## src/hdl/cmr_pkg.sv

```systemverilog
`default_nettype none
package cmr_pkg;

	localparam int HEADER_BYTES    = 12;
	localparam int MAX_CHUNK_BYTES = 512;
	localparam int OFS_NUMBER      = 4;
	localparam int OFS_COUNT       = 6;
	localparam int OFS_ID          = 8;
	localparam logic [31:0] MAGIC_WORD = 32'hDEAD_BEEF;

	localparam int POS_W     = 16;
	localparam int LEN_W     = 16;
	localparam int ID_W      = 32;
	localparam int HDR_IDX_W = $clog2(HEADER_BYTES - 1);

	localparam int QUEUE_DEPTH = 2;
	localparam int QPTR_W      = $clog2(QUEUE_DEPTH);

	localparam int S_DATA_W = 24;
	localparam int M_DATA_W = 32;

	typedef enum logic [1:0] {
		KIND_BYTE = 2'd0,
		KIND_END  = 2'd1,
		KIND_ERR  = 2'd2
	} kind_t;

	typedef enum logic [2:0] {
		ERR_NONE    = 3'd0,
		ERR_MAGIC   = 3'd1,
		ERR_ID      = 3'd2,
		ERR_SEQ     = 3'd3,
		ERR_LONG    = 3'd4,
		ERR_SHORT   = 3'd5,
		ERR_TIMEOUT = 3'd6
	} err_t;

	typedef struct packed {
		logic             timeout;
		logic [7:0]       rx_byte;
		logic [LEN_W-1:0] chunk_bytes;
		logic             chunk_end;
	} item_t;

	typedef struct packed {
		kind_t            kind;
		logic [7:0]       payload_byte;
		logic             message_last;
		logic [LEN_W-1:0] message_length;
		err_t             fault_code;
	} result_t;

endpackage
`default_nettype wire

```

## src/hdl/chunked_message_reassembler_top.sv

```systemverilog
// Chunked message reassembler.
// Slave stream: one beat per chunk byte or timeout event. s_tuser is the mode
// (0 byte, 1 timeout), s_tlast marks the final byte of a chunk, s_tdata holds
// the byte and the chunk length. Each chunk opens with a 12-byte header.
// Master stream: at most one beat per input beat. m_tuser is the kind
// (payload byte, message end without byte, error), m_tlast completes a
// message, m_tdata holds the byte, the message length and the fault code.
// Configuration: cfg_valid/cfg_data write the message capacity in bytes; the
// channel is always ready. The user must write it only while the block is
// idle; the block does not enforce it. Throughput is one beat per cycle while
// the receiver does not stall: the header checks, the id advance and the
// capacity compare are combinational in the back-end update. A beat is stored
// in the queue, then its result in the output register; earlier queued beats
// delay it. A two-entry queue parts the input from the back end; when the
// receiver stalls, the output register holds, the queue fills and s_tready
// drops. Reset clears all message state, sets the capacity to 65535 and
// empties the queue and the output register; s_tready is then high.
`default_nettype none
module chunked_message_reassembler_top (
	input  wire                          clk,
	input  wire                          arst_n,
	input  wire                          s_tvalid,
	output logic                         s_tready,
	input  wire  [cmr_pkg::S_DATA_W-1:0] s_tdata,  // rx_byte[7:0], chunk_bytes[23:8]
	input  wire                          s_tlast,
	input  wire                          s_tuser,  // mode[0]
	output logic                         m_tvalid,
	input  wire                          m_tready,
	output logic [cmr_pkg::M_DATA_W-1:0] m_tdata,  // payload_byte[7:0], message_length[23:8],
	                                               // fault_code[26:24], zero[31:27]
	output logic                         m_tlast,
	output logic [1:0]                   m_tuser,  // kind[1:0]
	input  wire                          cfg_valid,
	output logic                         cfg_ready,
	input  wire  [cmr_pkg::LEN_W-1:0]    cfg_data
);

	logic [cmr_pkg::LEN_W-1:0] max_q;
	logic                      item_valid;
	cmr_pkg::item_t            item;
	logic                      item_pop;
	cmr_pkg::result_t          res;

	assign cfg_ready = 1'b1;

	always_ff @(posedge clk or negedge arst_n) begin
		if (!arst_n) begin
			max_q <= '1;
		end else if (cfg_valid && cfg_ready) begin
			max_q <= cfg_data;
		end
	end

	cmr_front u_front (
		.clk        (clk),
		.arst_n     (arst_n),
		.s_tvalid   (s_tvalid),
		.s_tready   (s_tready),
		.s_tdata    (s_tdata),
		.s_tlast    (s_tlast),
		.s_tuser    (s_tuser),
		.item_valid (item_valid),
		.item       (item),
		.item_pop   (item_pop)
	);

	cmr_core u_core (
		.clk        (clk),
		.arst_n     (arst_n),
		.max_bytes  (max_q),
		.item_valid (item_valid),
		.item       (item),
		.item_pop   (item_pop),
		.res_valid  (m_tvalid),
		.res        (res),
		.res_ready  (m_tready)
	);

	assign m_tdata = {5'b0, res.fault_code, res.message_length, res.payload_byte};
	assign m_tlast = res.message_last;
	assign m_tuser = res.kind;

	a_full_only_on_stall: assert property (@(posedge clk) disable iff (!arst_n)
		!s_tready |-> $past(m_tvalid && !m_tready))
		else $error("input queue full without an output stall");

	a_err_not_last: assert property (@(posedge clk) disable iff (!arst_n)
		(m_tvalid && m_tuser == cmr_pkg::KIND_ERR)
		|-> (!m_tlast && m_tdata[26:24] != cmr_pkg::ERR_NONE))
		else $error("error beat marked last or without code");

	a_code_only_on_err: assert property (@(posedge clk) disable iff (!arst_n)
		(m_tvalid && m_tuser != cmr_pkg::KIND_ERR) |-> (m_tdata[26:24] == cmr_pkg::ERR_NONE))
		else $error("fault code on a non-error beat");

endmodule
`default_nettype wire

```

## src/hdl/cmr_front.sv

```systemverilog
`default_nettype none
module cmr_front (
	input  wire                          clk,
	input  wire                          arst_n,
	input  wire                          s_tvalid,
	output logic                         s_tready,
	input  wire  [cmr_pkg::S_DATA_W-1:0] s_tdata,
	input  wire                          s_tlast,
	input  wire                          s_tuser,
	output logic                         item_valid,
	output cmr_pkg::item_t               item,
	input  wire                          item_pop
);

	cmr_pkg::item_t                ent_q [cmr_pkg::QUEUE_DEPTH];
	logic [cmr_pkg::QPTR_W-1:0]    wr_q;
	logic [cmr_pkg::QPTR_W-1:0]    rd_q;
	logic [cmr_pkg::QPTR_W:0]      cnt_q;
	cmr_pkg::item_t                in_item;
	logic                          push;
	logic                          pop;

	always_comb begin
		in_item.timeout     = s_tuser;
		in_item.rx_byte     = s_tdata[7:0];
		in_item.chunk_bytes = s_tdata[23:8];
		in_item.chunk_end   = s_tlast;
	end

	assign s_tready   = (cnt_q != (cmr_pkg::QPTR_W+1)'(cmr_pkg::QUEUE_DEPTH));
	assign item_valid = (cnt_q != '0);
	assign item       = ent_q[rd_q];
	assign push       = s_tvalid && s_tready;
	assign pop        = item_pop && item_valid;

	always_ff @(posedge clk) begin
		if (push) begin
			ent_q[wr_q] <= in_item;
		end
	end

	always_ff @(posedge clk or negedge arst_n) begin
		if (!arst_n) begin
			wr_q  <= '0;
			rd_q  <= '0;
			cnt_q <= '0;
		end else begin
			if (push) begin
				wr_q <= (wr_q == cmr_pkg::QPTR_W'(cmr_pkg::QUEUE_DEPTH - 1)) ? '0 : wr_q + 1'b1;
			end
			if (pop) begin
				rd_q <= (rd_q == cmr_pkg::QPTR_W'(cmr_pkg::QUEUE_DEPTH - 1)) ? '0 : rd_q + 1'b1;
			end
			if (push && !pop) begin
				cnt_q <= cnt_q + 1'b1;
			end else if (pop && !push) begin
				cnt_q <= cnt_q - 1'b1;
			end
		end
	end

endmodule
`default_nettype wire

```

## src/hdl/cmr_core.sv

```systemverilog
`default_nettype none
module cmr_core (
	input  wire                         clk,
	input  wire                         arst_n,
	input  wire  [cmr_pkg::LEN_W-1:0]   max_bytes,
	input  wire                         item_valid,
	input  wire  cmr_pkg::item_t        item,
	output logic                        item_pop,
	output logic                        res_valid,
	output cmr_pkg::result_t            res,
	input  wire                         res_ready
);

	localparam int HDR_LAST = cmr_pkg::HEADER_BYTES - 1;

	logic [7:0]                  hdr_q [HDR_LAST];
	logic [cmr_pkg::POS_W-1:0]   pos_q;
	logic [cmr_pkg::ID_W-1:0]    exp_id_q;
	logic [cmr_pkg::LEN_W-1:0]   prev_q;
	logic [cmr_pkg::LEN_W-1:0]   num_q;
	logic [cmr_pkg::LEN_W-1:0]   tot_q;
	logic [cmr_pkg::LEN_W-1:0]   bsf_q;
	logic                        skip_q;
	logic                        out_vld_q;
	cmr_pkg::result_t            out_q;

	logic [cmr_pkg::POS_W-1:0]   nxt_pos;
	logic [cmr_pkg::ID_W-1:0]    nxt_exp;
	logic [cmr_pkg::LEN_W-1:0]   nxt_prev;
	logic [cmr_pkg::LEN_W-1:0]   nxt_num;
	logic [cmr_pkg::LEN_W-1:0]   nxt_tot;
	logic [cmr_pkg::LEN_W-1:0]   nxt_bsf;
	logic                        nxt_skip;
	logic                        hdr_we;
	logic                        do_fail;
	cmr_pkg::err_t               fail_code;
	logic                        new_vld;
	cmr_pkg::result_t            new_res;

	logic [31:0]                 magic;
	logic [31:0]                 rid;
	logic [15:0]                 hnum;
	logic [15:0]                 htot;
	logic [cmr_pkg::ID_W-1:0]    exp_adv;
	logic [cmr_pkg::LEN_W:0]     cap_sum;
	logic [cmr_pkg::LEN_W:0]     bsf_inc;

	function automatic logic [cmr_pkg::POS_W-1:0] pos_adv(input logic [cmr_pkg::POS_W-1:0] p,
	                                                      input logic e);
		if (e) begin
			return '0;
		end else if (p != '1) begin
			return p + 1'b1;
		end
		return p;
	endfunction

	assign item_pop  = item_valid && (!out_vld_q || res_ready);
	assign res_valid = out_vld_q;
	assign res       = out_q;

	always_comb begin
		magic = {hdr_q[3], hdr_q[2], hdr_q[1], hdr_q[0]};
		rid   = {item.rx_byte, hdr_q[cmr_pkg::OFS_ID+2], hdr_q[cmr_pkg::OFS_ID+1],
		         hdr_q[cmr_pkg::OFS_ID]};
		hnum  = {hdr_q[cmr_pkg::OFS_NUMBER+1], hdr_q[cmr_pkg::OFS_NUMBER]};
		htot  = {hdr_q[cmr_pkg::OFS_COUNT+1], hdr_q[cmr_pkg::OFS_COUNT]};
		if (exp_id_q == '0) begin
			exp_adv = rid;
		end else if (exp_id_q == '1) begin
			exp_adv = cmr_pkg::ID_W'(1);
		end else begin
			exp_adv = exp_id_q + 1'b1;
		end
		cap_sum = {1'b0, bsf_q} + ({1'b0, item.chunk_bytes}
		          - (cmr_pkg::LEN_W+1)'(cmr_pkg::HEADER_BYTES));
		bsf_inc = {1'b0, bsf_q} + 1'b1;
	end

	always_comb begin
		nxt_pos   = pos_q;
		nxt_exp   = exp_id_q;
		nxt_prev  = prev_q;
		nxt_num   = num_q;
		nxt_tot   = tot_q;
		nxt_bsf   = bsf_q;
		nxt_skip  = skip_q;
		hdr_we    = 1'b0;
		do_fail   = 1'b0;
		fail_code = cmr_pkg::ERR_NONE;
		new_vld   = 1'b0;
		new_res   = '0;

		if (item.timeout) begin
			nxt_prev = '0;
			nxt_bsf  = '0;
			nxt_num  = '0;
			nxt_tot  = '0;
			nxt_pos  = '0;
			nxt_skip = 1'b0;
			if (prev_q != '0) begin
				new_vld            = 1'b1;
				new_res.kind       = cmr_pkg::KIND_ERR;
				new_res.fault_code = cmr_pkg::ERR_TIMEOUT;
			end
		end else if (skip_q) begin
			nxt_pos = pos_adv(pos_q, item.chunk_end);
			if (item.chunk_end) begin
				nxt_skip = 1'b0;
			end
		end else if (pos_q < cmr_pkg::POS_W'(HDR_LAST)) begin
			hdr_we = 1'b1;
			if (item.chunk_end) begin
				nxt_prev           = '0;
				nxt_bsf            = '0;
				nxt_num            = '0;
				nxt_tot            = '0;
				nxt_pos            = '0;
				new_vld            = 1'b1;
				new_res.kind       = cmr_pkg::KIND_ERR;
				new_res.fault_code = cmr_pkg::ERR_SHORT;
			end else begin
				nxt_pos = pos_q + 1'b1;
			end
		end else if (pos_q == cmr_pkg::POS_W'(HDR_LAST)) begin
			nxt_num = hnum;
			nxt_tot = htot;
			nxt_exp = exp_adv;
			priority if (magic != cmr_pkg::MAGIC_WORD) begin
				do_fail   = 1'b1;
				fail_code = cmr_pkg::ERR_MAGIC;
			end else if (exp_adv != rid) begin
				nxt_exp   = rid;
				do_fail   = 1'b1;
				fail_code = cmr_pkg::ERR_ID;
			end else if (({1'b0, prev_q} + 1'b1) != {1'b0, hnum}) begin
				do_fail   = 1'b1;
				fail_code = cmr_pkg::ERR_SEQ;
			end else if (item.chunk_bytes < cmr_pkg::LEN_W'(cmr_pkg::HEADER_BYTES)) begin
				do_fail   = 1'b1;
				fail_code = cmr_pkg::ERR_SHORT;
			end else if (item.chunk_bytes > cmr_pkg::LEN_W'(cmr_pkg::MAX_CHUNK_BYTES)
			             || cap_sum > {1'b0, max_bytes}) begin
				do_fail   = 1'b1;
				fail_code = cmr_pkg::ERR_LONG;
			end else begin
				nxt_prev = hnum;
				nxt_pos  = pos_adv(pos_q, item.chunk_end);
				if (item.chunk_end && hnum == htot) begin
					nxt_prev               = '0;
					nxt_bsf                = '0;
					nxt_num                = '0;
					nxt_tot                = '0;
					new_vld                = 1'b1;
					new_res.kind           = cmr_pkg::KIND_END;
					new_res.message_last   = 1'b1;
					new_res.message_length = bsf_q;
				end
			end
		end else begin
			if (bsf_inc > {1'b0, max_bytes}) begin
				do_fail   = 1'b1;
				fail_code = cmr_pkg::ERR_LONG;
			end else begin
				nxt_bsf              = bsf_inc[cmr_pkg::LEN_W-1:0];
				nxt_pos              = pos_adv(pos_q, item.chunk_end);
				new_vld              = 1'b1;
				new_res.kind         = cmr_pkg::KIND_BYTE;
				new_res.payload_byte = item.rx_byte;
				if (item.chunk_end && num_q == tot_q) begin
					nxt_prev               = '0;
					nxt_bsf                = '0;
					nxt_num                = '0;
					nxt_tot                = '0;
					new_res.message_last   = 1'b1;
					new_res.message_length = bsf_inc[cmr_pkg::LEN_W-1:0];
				end
			end
		end

		if (do_fail) begin
			nxt_prev           = '0;
			nxt_bsf            = '0;
			nxt_num            = '0;
			nxt_tot            = '0;
			nxt_skip           = !item.chunk_end;
			nxt_pos            = pos_adv(pos_q, item.chunk_end);
			new_vld            = 1'b1;
			new_res            = '0;
			new_res.kind       = cmr_pkg::KIND_ERR;
			new_res.fault_code = fail_code;
		end
	end

	always_ff @(posedge clk) begin
		if (item_pop && hdr_we) begin
			hdr_q[pos_q[cmr_pkg::HDR_IDX_W-1:0]] <= item.rx_byte;
		end
		if (item_pop && new_vld) begin
			out_q <= new_res;
		end
	end

	always_ff @(posedge clk or negedge arst_n) begin
		if (!arst_n) begin
			pos_q     <= '0;
			exp_id_q  <= '0;
			prev_q    <= '0;
			num_q     <= '0;
			tot_q     <= '0;
			bsf_q     <= '0;
			skip_q    <= 1'b0;
			out_vld_q <= 1'b0;
		end else begin
			if (item_pop) begin
				pos_q    <= nxt_pos;
				exp_id_q <= nxt_exp;
				prev_q   <= nxt_prev;
				num_q    <= nxt_num;
				tot_q    <= nxt_tot;
				bsf_q    <= nxt_bsf;
				skip_q   <= nxt_skip;
			end
			if (item_pop && new_vld) begin
				out_vld_q <= 1'b1;
			end else if (res_ready) begin
				out_vld_q <= 1'b0;
			end
		end
	end

endmodule
`default_nettype wire

```

## config.mk

```make
export PLATFORM = sky130hd
export DESIGN_NAME = chunked_message_reassembler_top
export DESIGN_NICKNAME = d
export VERILOG_FILES = /design/src/hdl/cmr_pkg.sv /design/src/hdl/chunked_message_reassembler_top.sv /design/src/hdl/cmr_front.sv /design/src/hdl/cmr_core.sv
export SDC_FILE = /design/constraint.sdc
export NUM_CORES = 1
export LEC_CHECK = 0
export ABC_AREA = 1
export BUFFER_PORTS_ARGS = -buffer_cell sky130_fd_sc_hd__clkbuf_2
export CAP_MARGIN = 20
export CELL_PAD_IN_SITES_DETAIL_PLACEMENT = 1
export CELL_PAD_IN_SITES_GLOBAL_PLACEMENT = 1
export CORE_MARGIN = 5
export CORE_UTILIZATION = 51
export DETAILED_ROUTE_END_ITERATION = 10
export PLACE_DENSITY = 0.91
export REMOVE_ABC_BUFFERS = 1
export SLEW_MARGIN = 20
export SYNTH_ARGS = -nofsm -noshare
export SYNTH_HDL_FRONTEND = slang
export SYNTH_SLANG_ARGS = --single-unit
```

## constraint.sdc

```tcl
create_clock -name clk -period 14.84 [get_ports clk]
set_input_delay 1.484 -clock clk [delete_from_list [all_inputs] [get_ports clk]]
set_output_delay 1.484 -clock clk [all_outputs]
set_load 0.03 [all_outputs]
```

After elaboration in Yosys (flattened, before gate mapping)
Memory sizes are Yosys's and may differ from the RTL's.
Cells that the tools add are included.
{ "classes": {"reduce_logical": 29, "bitwise_logic": 3, "n_eq_ne": 27, "n_lt_le_gt_ge": 5, "n_addsub": 10, "n_div": 0, "mux": 168, "n_shift": 0, "mul": 0} }
{ "ops": {"columns": ["operator", "n"], "rows": [
  ["16-bit two-way mux", 66],
  ["17-bit two-way mux", 8],
  ["32-bit two-way mux", 4],
  ["1-bit two-way mux", 59],
  ["25-bit two-way mux", 2],
  ["3-bit two-way mux", 15],
  ["6-bit by 3-bit != test with 1-bit output (second input constant)", 6],
  ["16-bit by 1-bit adder with 17-bit output (second input constant)", 2],
  ["17-bit by 16-bit > comparator with 1-bit output", 2],
  ["32-bit by 1-bit adder with 32-bit output (second input constant)", 1],
  ["16-bit == test", 2],
  ["32-bit == test (second input constant)", 1],
  ["32-bit zero test", 1],
  ["16-bit by 4-bit < comparator with 1-bit output (second input constant)", 2],
  ["32-bit != test", 1],
  ["32-bit != test (second input constant)", 1],
  ["30-bit two-way mux", 1],
  ["5-bit by 3-bit != test with 1-bit output (second input constant)", 6],
  ["2-bit two-way mux", 12],
  ["10-bit AND reduction", 2],
  ["16-bit by 17-bit adder with 17-bit output", 1],
  ["17-bit by 16-bit != test with 1-bit output", 1],
  ["16-bit by 4-bit subtractor with 17-bit output (second input constant)", 1],
  ["16-bit by 1-bit adder with 16-bit output (second input constant)", 1],
  ["other kinds (25)", 44]
]} }
{ "totals": {"memories": 2, "ram_bits": 140, "mem_bits_ro": 0, "regBits": 164, "latchBits": 0, "inputBits": 47, "output_inout_bits": 38} }
{ "mem_list": {"columns": ["memory", "depth", "word_bits", "rd", "rd_clocked_by_memory_dff", "write_ports", "line_no", "source"], "rows": [
  ["u_core.hdr_q", 11, 8, 11, 0, 1, "cmr_core.sv:16", "logic [7:0] hdr_q [HDR_LAST];"],
  ["u_front.ent_q", 2, 26, 1, 0, 1, "cmr_front.sv:15", "cmr_pkg::item_t ent_q [cmr_pkg::QUEUE_DEPTH];"]
]} }

Logic depth before layout (Yosys ltp)
An unclocked memory read counts as a cell.
{ "depth": {"word_depth": 25, "mapped_depth": 41, "depth_no_buf": 40} }

By module
A second synthesis with hierarchy kept.
{ "hier_totals": {"cells_unflattened": 2576, "area_unflattened_um2": 19677.6} }
{ "modules_own_cells": {"columns": ["mod", "cells_per_inst", "area_each_um2", "n_inst"], "rows": [
  ["cmr_core", 2336, 16804.9, 1],
  ["cmr_front", 164, 2155.8, 1],
  ["chunked_message_reassembler_top", 76, 716.9, 1]
]} }

Worst setup path before layout
No wires, ideal clock.
{ "synth_path": {"kind": "register -> register", "from": "register u_front.rd_q", "to": "register u_core.out_q (netlist bit u_core.res[0]), enable pin", "required_ps": 14455, "setup_time_ps": 385, "arrival_ps": 5067, "n_path_buf": 2, "path_slack_ps": 9389, "path_stages_with_launch": 36, "cell_sequence": "dfrtp_1 > buf_2 > buf_1 > o21a_1 > inv_1 > ha_1 > fa_1 > o21ai_0 > a21oi_1 > o21bai_1 > nand2_1 > nand2_1 > a21oi_1 > nor2_1 > o21ai_0 > nand2_1 > xnor2_1 > inv_1 > ha_1 > nand2_1 > nor2_1 > a211oi_1 > nand2_1 > nand2_1 > nand2_1 > nand2_1 > nand2_1 > nand2_1 > nand2_1 > nor2_1 > nand3_4 > nor2_1 > o21bai_1 > nand2_1 > nand2_1 > inv_1"} }
{ "synth_between": {"elab_chain_len": 16, "elab_cells_between_ends": 32, "classes_between": "add/sub (2); order compare (3); eq/ne (1); mux (22); reduce/logical (3); memory (1)"} }
{ "synth_rtl": {"columns": ["element", "line_no", "source"], "rows": [
  ["start: declaration", "cmr_front.sv:17", "logic [cmr_pkg::QPTR_W-1:0] rd_q;"],
  ["start signal: assignment", "cmr_front.sv:52", "rd_q <= (rd_q == cmr_pkg::QPTR_W'(cmr_pkg::QUEUE_DEPTH - 1)) ? '0 : rd_q + 1'b1;"],
  ["memory 2 x 26 bit (*)", null, null],
  ["16-bit by 4-bit subtractor with 17-bit output", "cmr_core.sv:76", "- (cmr_pkg::LEN_W+1)'(cmr_pkg::HEADER_BYTES));"],
  ["16-bit by 17-bit adder with 17-bit output", "cmr_core.sv:75", "cap_sum = {1'b0, bsf_q} + ({1'b0, item.chunk_bytes}"],
  ["17-bit by 16-bit > comparator with 1-bit output", "cmr_core.sv:143", "|| cap_sum > {1'b0, max_bytes}) begin"],
  ["1-bit logical OR", "cmr_core.sv:143", null],
  ["1-bit two-way mux", "cmr_core.sv:142", "end else if (item.chunk_bytes > cmr_pkg::LEN_W'(cmr_pkg::MAX_CHUNK_BYTES)"],
  ["1-bit two-way mux", "cmr_core.sv:139", "end else if (item.chunk_bytes < cmr_pkg::LEN_W'(cmr_pkg::HEADER_BYTES)) begin"],
  ["1-bit two-way mux", "cmr_core.sv:136", "end else if (({1'b0, prev_q} + 1'b1) != {1'b0, hnum}) begin"],
  ["1-bit two-way mux", "cmr_core.sv:132", "end else if (exp_adv != rid) begin"],
  ["1-bit two-way mux", "cmr_core.sv:129", "priority if (magic != cmr_pkg::MAGIC_WORD) begin"],
  ["1-bit two-way mux", "cmr_core.sv:125", "end else if (pos_q == cmr_pkg::POS_W'(HDR_LAST)) begin"],
  ["1-bit two-way mux", "cmr_core.sv:111", "end else if (pos_q < cmr_pkg::POS_W'(HDR_LAST)) begin"],
  ["1-bit two-way mux", "cmr_core.sv:106", "end else if (skip_q) begin"],
  ["1-bit two-way mux", "cmr_core.sv:94", "if (item.timeout) begin"],
  ["1-bit two-way mux (*)", "cmr_core.sv:181", "if (do_fail) begin"],
  ["1-bit logical AND (*)", "cmr_core.sv:199", "if (item_pop && new_vld) begin"],
  ["end signal: assignment", "cmr_core.sv:200", "out_q <= new_res;"],
  ["end: declaration", "cmr_core.sv:25", "cmr_pkg::result_t out_q;"]
]} }
Mark *: on every way between the ends. The rest lies on a longest branch, timed or not.
A chain may end at the register's enable or synchronous reset.

Worst setup path in the final report
{ "layout_path": {"from": "register u_front.rd_q", "to": "register u_core.prev_q[9] in the netlist's numbering"} }
{ "layout_between": {"elab_chain_len": 16, "elab_cells_between_ends": 41, "classes_between": "add/sub (2); order compare (3); eq/ne (9); mux (21); reduce/logical (5); memory (1)"} }
{ "layout_rtl": {"columns": ["element", "line_no", "source"], "rows": [
  ["memory 2 x 26 bit (*)", null, null],
  ["16-bit by 4-bit subtractor with 17-bit output", "cmr_core.sv:76", null],
  ["16-bit by 17-bit adder with 17-bit output", "cmr_core.sv:75", null],
  ["17-bit by 16-bit > comparator with 1-bit output", "cmr_core.sv:143", null],
  ["1-bit logical OR", "cmr_core.sv:143", null],
  ["1-bit two-way mux", "cmr_core.sv:142", null],
  ["1-bit two-way mux", "cmr_core.sv:139", null],
  ["1-bit two-way mux", "cmr_core.sv:136", null],
  ["1-bit two-way mux", "cmr_core.sv:132", null],
  ["1-bit two-way mux", "cmr_core.sv:129", null],
  ["1-bit two-way mux", "cmr_core.sv:125", null],
  ["1-bit two-way mux", "cmr_core.sv:111", null],
  ["1-bit two-way mux", "cmr_core.sv:106", null],
  ["1-bit two-way mux", "cmr_core.sv:94", null],
  ["5-bit by 3-bit != test with 1-bit output (no source line) (tied with other cells)", null, null],
  ["10-bit AND reduction (no source line)", null, null],
  ["end signal: assignment", "cmr_core.sv:218", "prev_q <= nxt_prev;"],
  ["end: declaration", "cmr_core.sv:19", "logic [cmr_pkg::LEN_W-1:0] prev_q;"]
]} }
Mark *: on every way between the ends. The rest lies on a longest branch, timed or not. The select of a mux whose other input is x is not followed.

==> impl_results.md <==
* Post-CTS Setup Inserts at 0
* Rel. slew slack at 20.3%
* Setup_tns at 0 ns
* CTS Buf Count at 37
* IO Port Bufs at 78
* Global-route wire length before repair at 97400 microns
* Cell Area, Synth at 0.0178 sq mm
* Post-Route WL at 62600 microns
* Largest net degree at the start of global routing at 97
* Worst Path Max Fanout at 96
* Die width at 197 microns
* Type of the tightest min-delay check: flop to flop
* Slowest-stage cell, CP: dfrtp_1
* Static leakage power at 8.93 nW
* Final min period at 7.66 ns
* RSZ-0062 raised after global routing: false
* Final Cycle Share at 51.6%
* Tightest Pin Transition at 1.19 ns
* Reg2reg start: u_front.rd_q$_DFFE_PN0P_
* Worst EP arrival at 8.09 ns
* Reg clk slew, reported paths at 0.06 ns
* Final Hold Vio Count at 0
* GRT Util Overall at 31.7%
* Io pins at 85
* ANT nets after route at 0
* GPL Wtd Cong at 0.929
* Wire per inst at 23.4 microns
* DRC viols at 0
* CP startpoint: u_front.rd_q$_DFFE_PN0P_
* Post-synth ARST share at 44.1%
* Seq/Total Area, Yosys at 47.6%
* Total of max-cap violations at 0
* Die area at 0.0388 sq mm
* Highest clock rate at 130 MHz
* YS warnings at 0
* Via density at 6.12
* N_diodes at 0
* Required @ worst endpoint at 15.27 ns
* Met2 Use GR at 54.9%
* Initial DRC Count at 1368
* GRT Residual Overflow at 0
* Core Area at 0.0345 sq mm
* PwrDens at 159 mW/mm^2
* CTS tree: done
* Endpoints failing setup at 0
* Cts hold-fix bufs at 0
* EDFF count, synth at 170
* Count of cell types in the netlist at 58
* Starting Density at 51.6%
* Setup slack after layout at 7.18 ns
* Std-Cell Rows at 68
* Layout Skew at 0.0140 ns
* Yosys top cell by area: edfxtp_1
* GR Util met3 at 5.04%
* Synthesized instance count at 2132
* Root buf cell: clkbuf_16
* Area Growth Syn to Fin at 10.0%
* Crit. End Element: flop
* Final Slew Violations at 0
* Mean Syn Cell Area at 8.36 sq um
* Grt peak-use layer: met2
* Post-place setup slack at 7.27 ns
* Final Cell Area at 0.0196 sq mm
* Vias in the first global route at 17570
* Vias at 16376
* Placed instance area at 0.0184 sq mm
* H-tree Lvls at 2
* Area share of the largest cell type after synthesis at 28.6%
* Largest cells by area after synthesis: edfxtp_1, dfrtp_1, nand2_1, inv_1, ha_1
* Clock Tree Buf Depth at 3
* CTS sink cnt at 304
* Crit start category: flop
* Seq cells post-synth at 304
* HP Start: u_core.num_q[1]$_DFFE_PN0P_
* Maximum vdd drop at 0.144 mV
* GRT met1 Usage at 37.1%
* Critical path type: flop to flop
* Crit path top cell by count: nand2_1
* Status: completed
* PnR Total Power at 3.12 mW
* Hpwl dp at 43100 microns
* Skew-Pair Late Insertion Delay at 0.53 ns
* Layout cell share with drive strength beyond 1 at 9.91%
* DIE HEIGHT at 197 microns
* Top_reg_cell synth: edfxtp_1
* Initial antenna violation count at 0
* CP max stage delay at 1.03 ns
* Post-cts resize count at 0
* Drt first pass iters at 6
* Nets@finish at 2313
## per-layer routing
layer / share of wire (%) / vias to the layer above
met5: 0 / -
met3: 7.3 / 278
met4: 6.8 / 0
li1: - / 7258
met2: 49 / 844
met1: 36 / 7996
## worst max-delay path, delay by kind of cell (launching register included)
| family | cells | cell delay, ns |
|---|---|---|
| compound gates | 8 | 1.45 |
| fa+ha+maj | 3 | 1.02 |
| simple gates | 20 | 2.38 |
| buf+inv | 4 | 1.41 |
| flops | 1 | 1.03 |
| xor+xnor | 1 | 0.12 |
## final timing paths
check,end,slack [ns],cells past startpoint
min in group asynchronous,u_core.skip_q$_DFFE_PN0P_,1.03,1
worst min register to register,u_core.num_q[1]$_DFFE_PN0P_,0.49,2
worst max-delay path,u_core.prev_q[9]$_DFFE_PN0P_,7.18,36
worst max register to register,u_core.prev_q[9]$_DFFE_PN0P_,7.18,36
max in group asynchronous,u_core.exp_id_q[25]$_DFFE_PN0P_,12.42,2
worst min-delay path,u_core.num_q[1]$_DFFE_PN0P_,0.49,2
## placed cells by master (no fill, tap or decap), types with 6 or more instances in the layout
cell	count
xor2_1	60
ha_1	73
xnor2_1	8
dfstp_2	16
conb_1	6
nand3b_1	6
nor2_1	200
clkinv_1	7
clkbuf_2	77
nand4_1	79
nor4_1	21
o21ai_1	68
or2_2	15
a21oi_1	43
dfrtp_1	118
nand3_1	162
clkbuf_16	37
inv_1	255
nor2_2	12
o22ai_1	35
nor3_1	26
clkbuf_1	12
nand2_1	495
edfxtp_1	170
buf_4	12
o21ai_0	119
## cells in the mapped netlist (5+ instances only)
| library cell | n |
|---|---|
| buf_2 | 18 |
| or2_2 | 15 |
| xnor2_1 | 8 |
| nand3_1 | 162 |
| o22ai_1 | 35 |
| nand2_1 | 495 |
| o31ai_1 | 5 |
| nor2_2 | 7 |
| nand3b_1 | 6 |
| dfrtp_1 | 118 |
| xor2_1 | 60 |
| a21oi_1 | 44 |
| nand3_2 | 5 |
| nand4_1 | 79 |
| o21ai_0 | 119 |
| inv_1 | 256 |
| nand2_4 | 5 |
| o21ai_1 | 68 |
| nor3_1 | 27 |
| dfstp_2 | 16 |
| nor4_1 | 21 |
| buf_6 | 13 |
| clkbuf_1 | 29 |
| ha_1 | 73 |
| nor2_1 | 205 |
| edfxtp_1 | 170 |
| buf_4 | 10 |
## layout make-up
cell class	count	area [sq um]
Clock buffer	50	985
Sequential cell	304	8480
Tap cell	455	569
Multi-Input combinational cell	1495	7920
Fill cell	4201	14900
Timing Repair Buffer	91	514
Inverter	263	992
Clock inverter	16	149
## per-stage QoR
stage	util, %	cells	hold WS (ns)
3_5_place_dp	53.4	2607	0.481
6_report	56.8	2674	0.494
2_1_floorplan	-	2062	0.446
5_1_grt	56.8	2674	0.540
4_1_cts	56.7	2673	0.504
3_3_place_gp	53.4	2607	0.459
## state kept, by name (all words and copies together), names as in the netlist, 30 cells and up
signal,cells
u_core.hdr_q,88
u_front.ent_q,52
u_core.exp_id_q,32
u_core.res,30
## cells by family after synthesis
group	count (synthesis)	synth area share (%)
fa+ha+maj	74	5.24
mux	5	0.288
buf+inv	337	8.17
other cells	2	0.0421
simple gates	1047	26.4
compound gates	295	8.98
xor+xnor	68	3.34
flops	304	47.6
## report_power, final
group	total, mW	switching (mW)	internal (mW)
combinational	1.12	0.816	0.307
sequential	1.12	0.0672	1.05
clock	0.873	0.369	0.504
(Power assumes the default switching activity.)
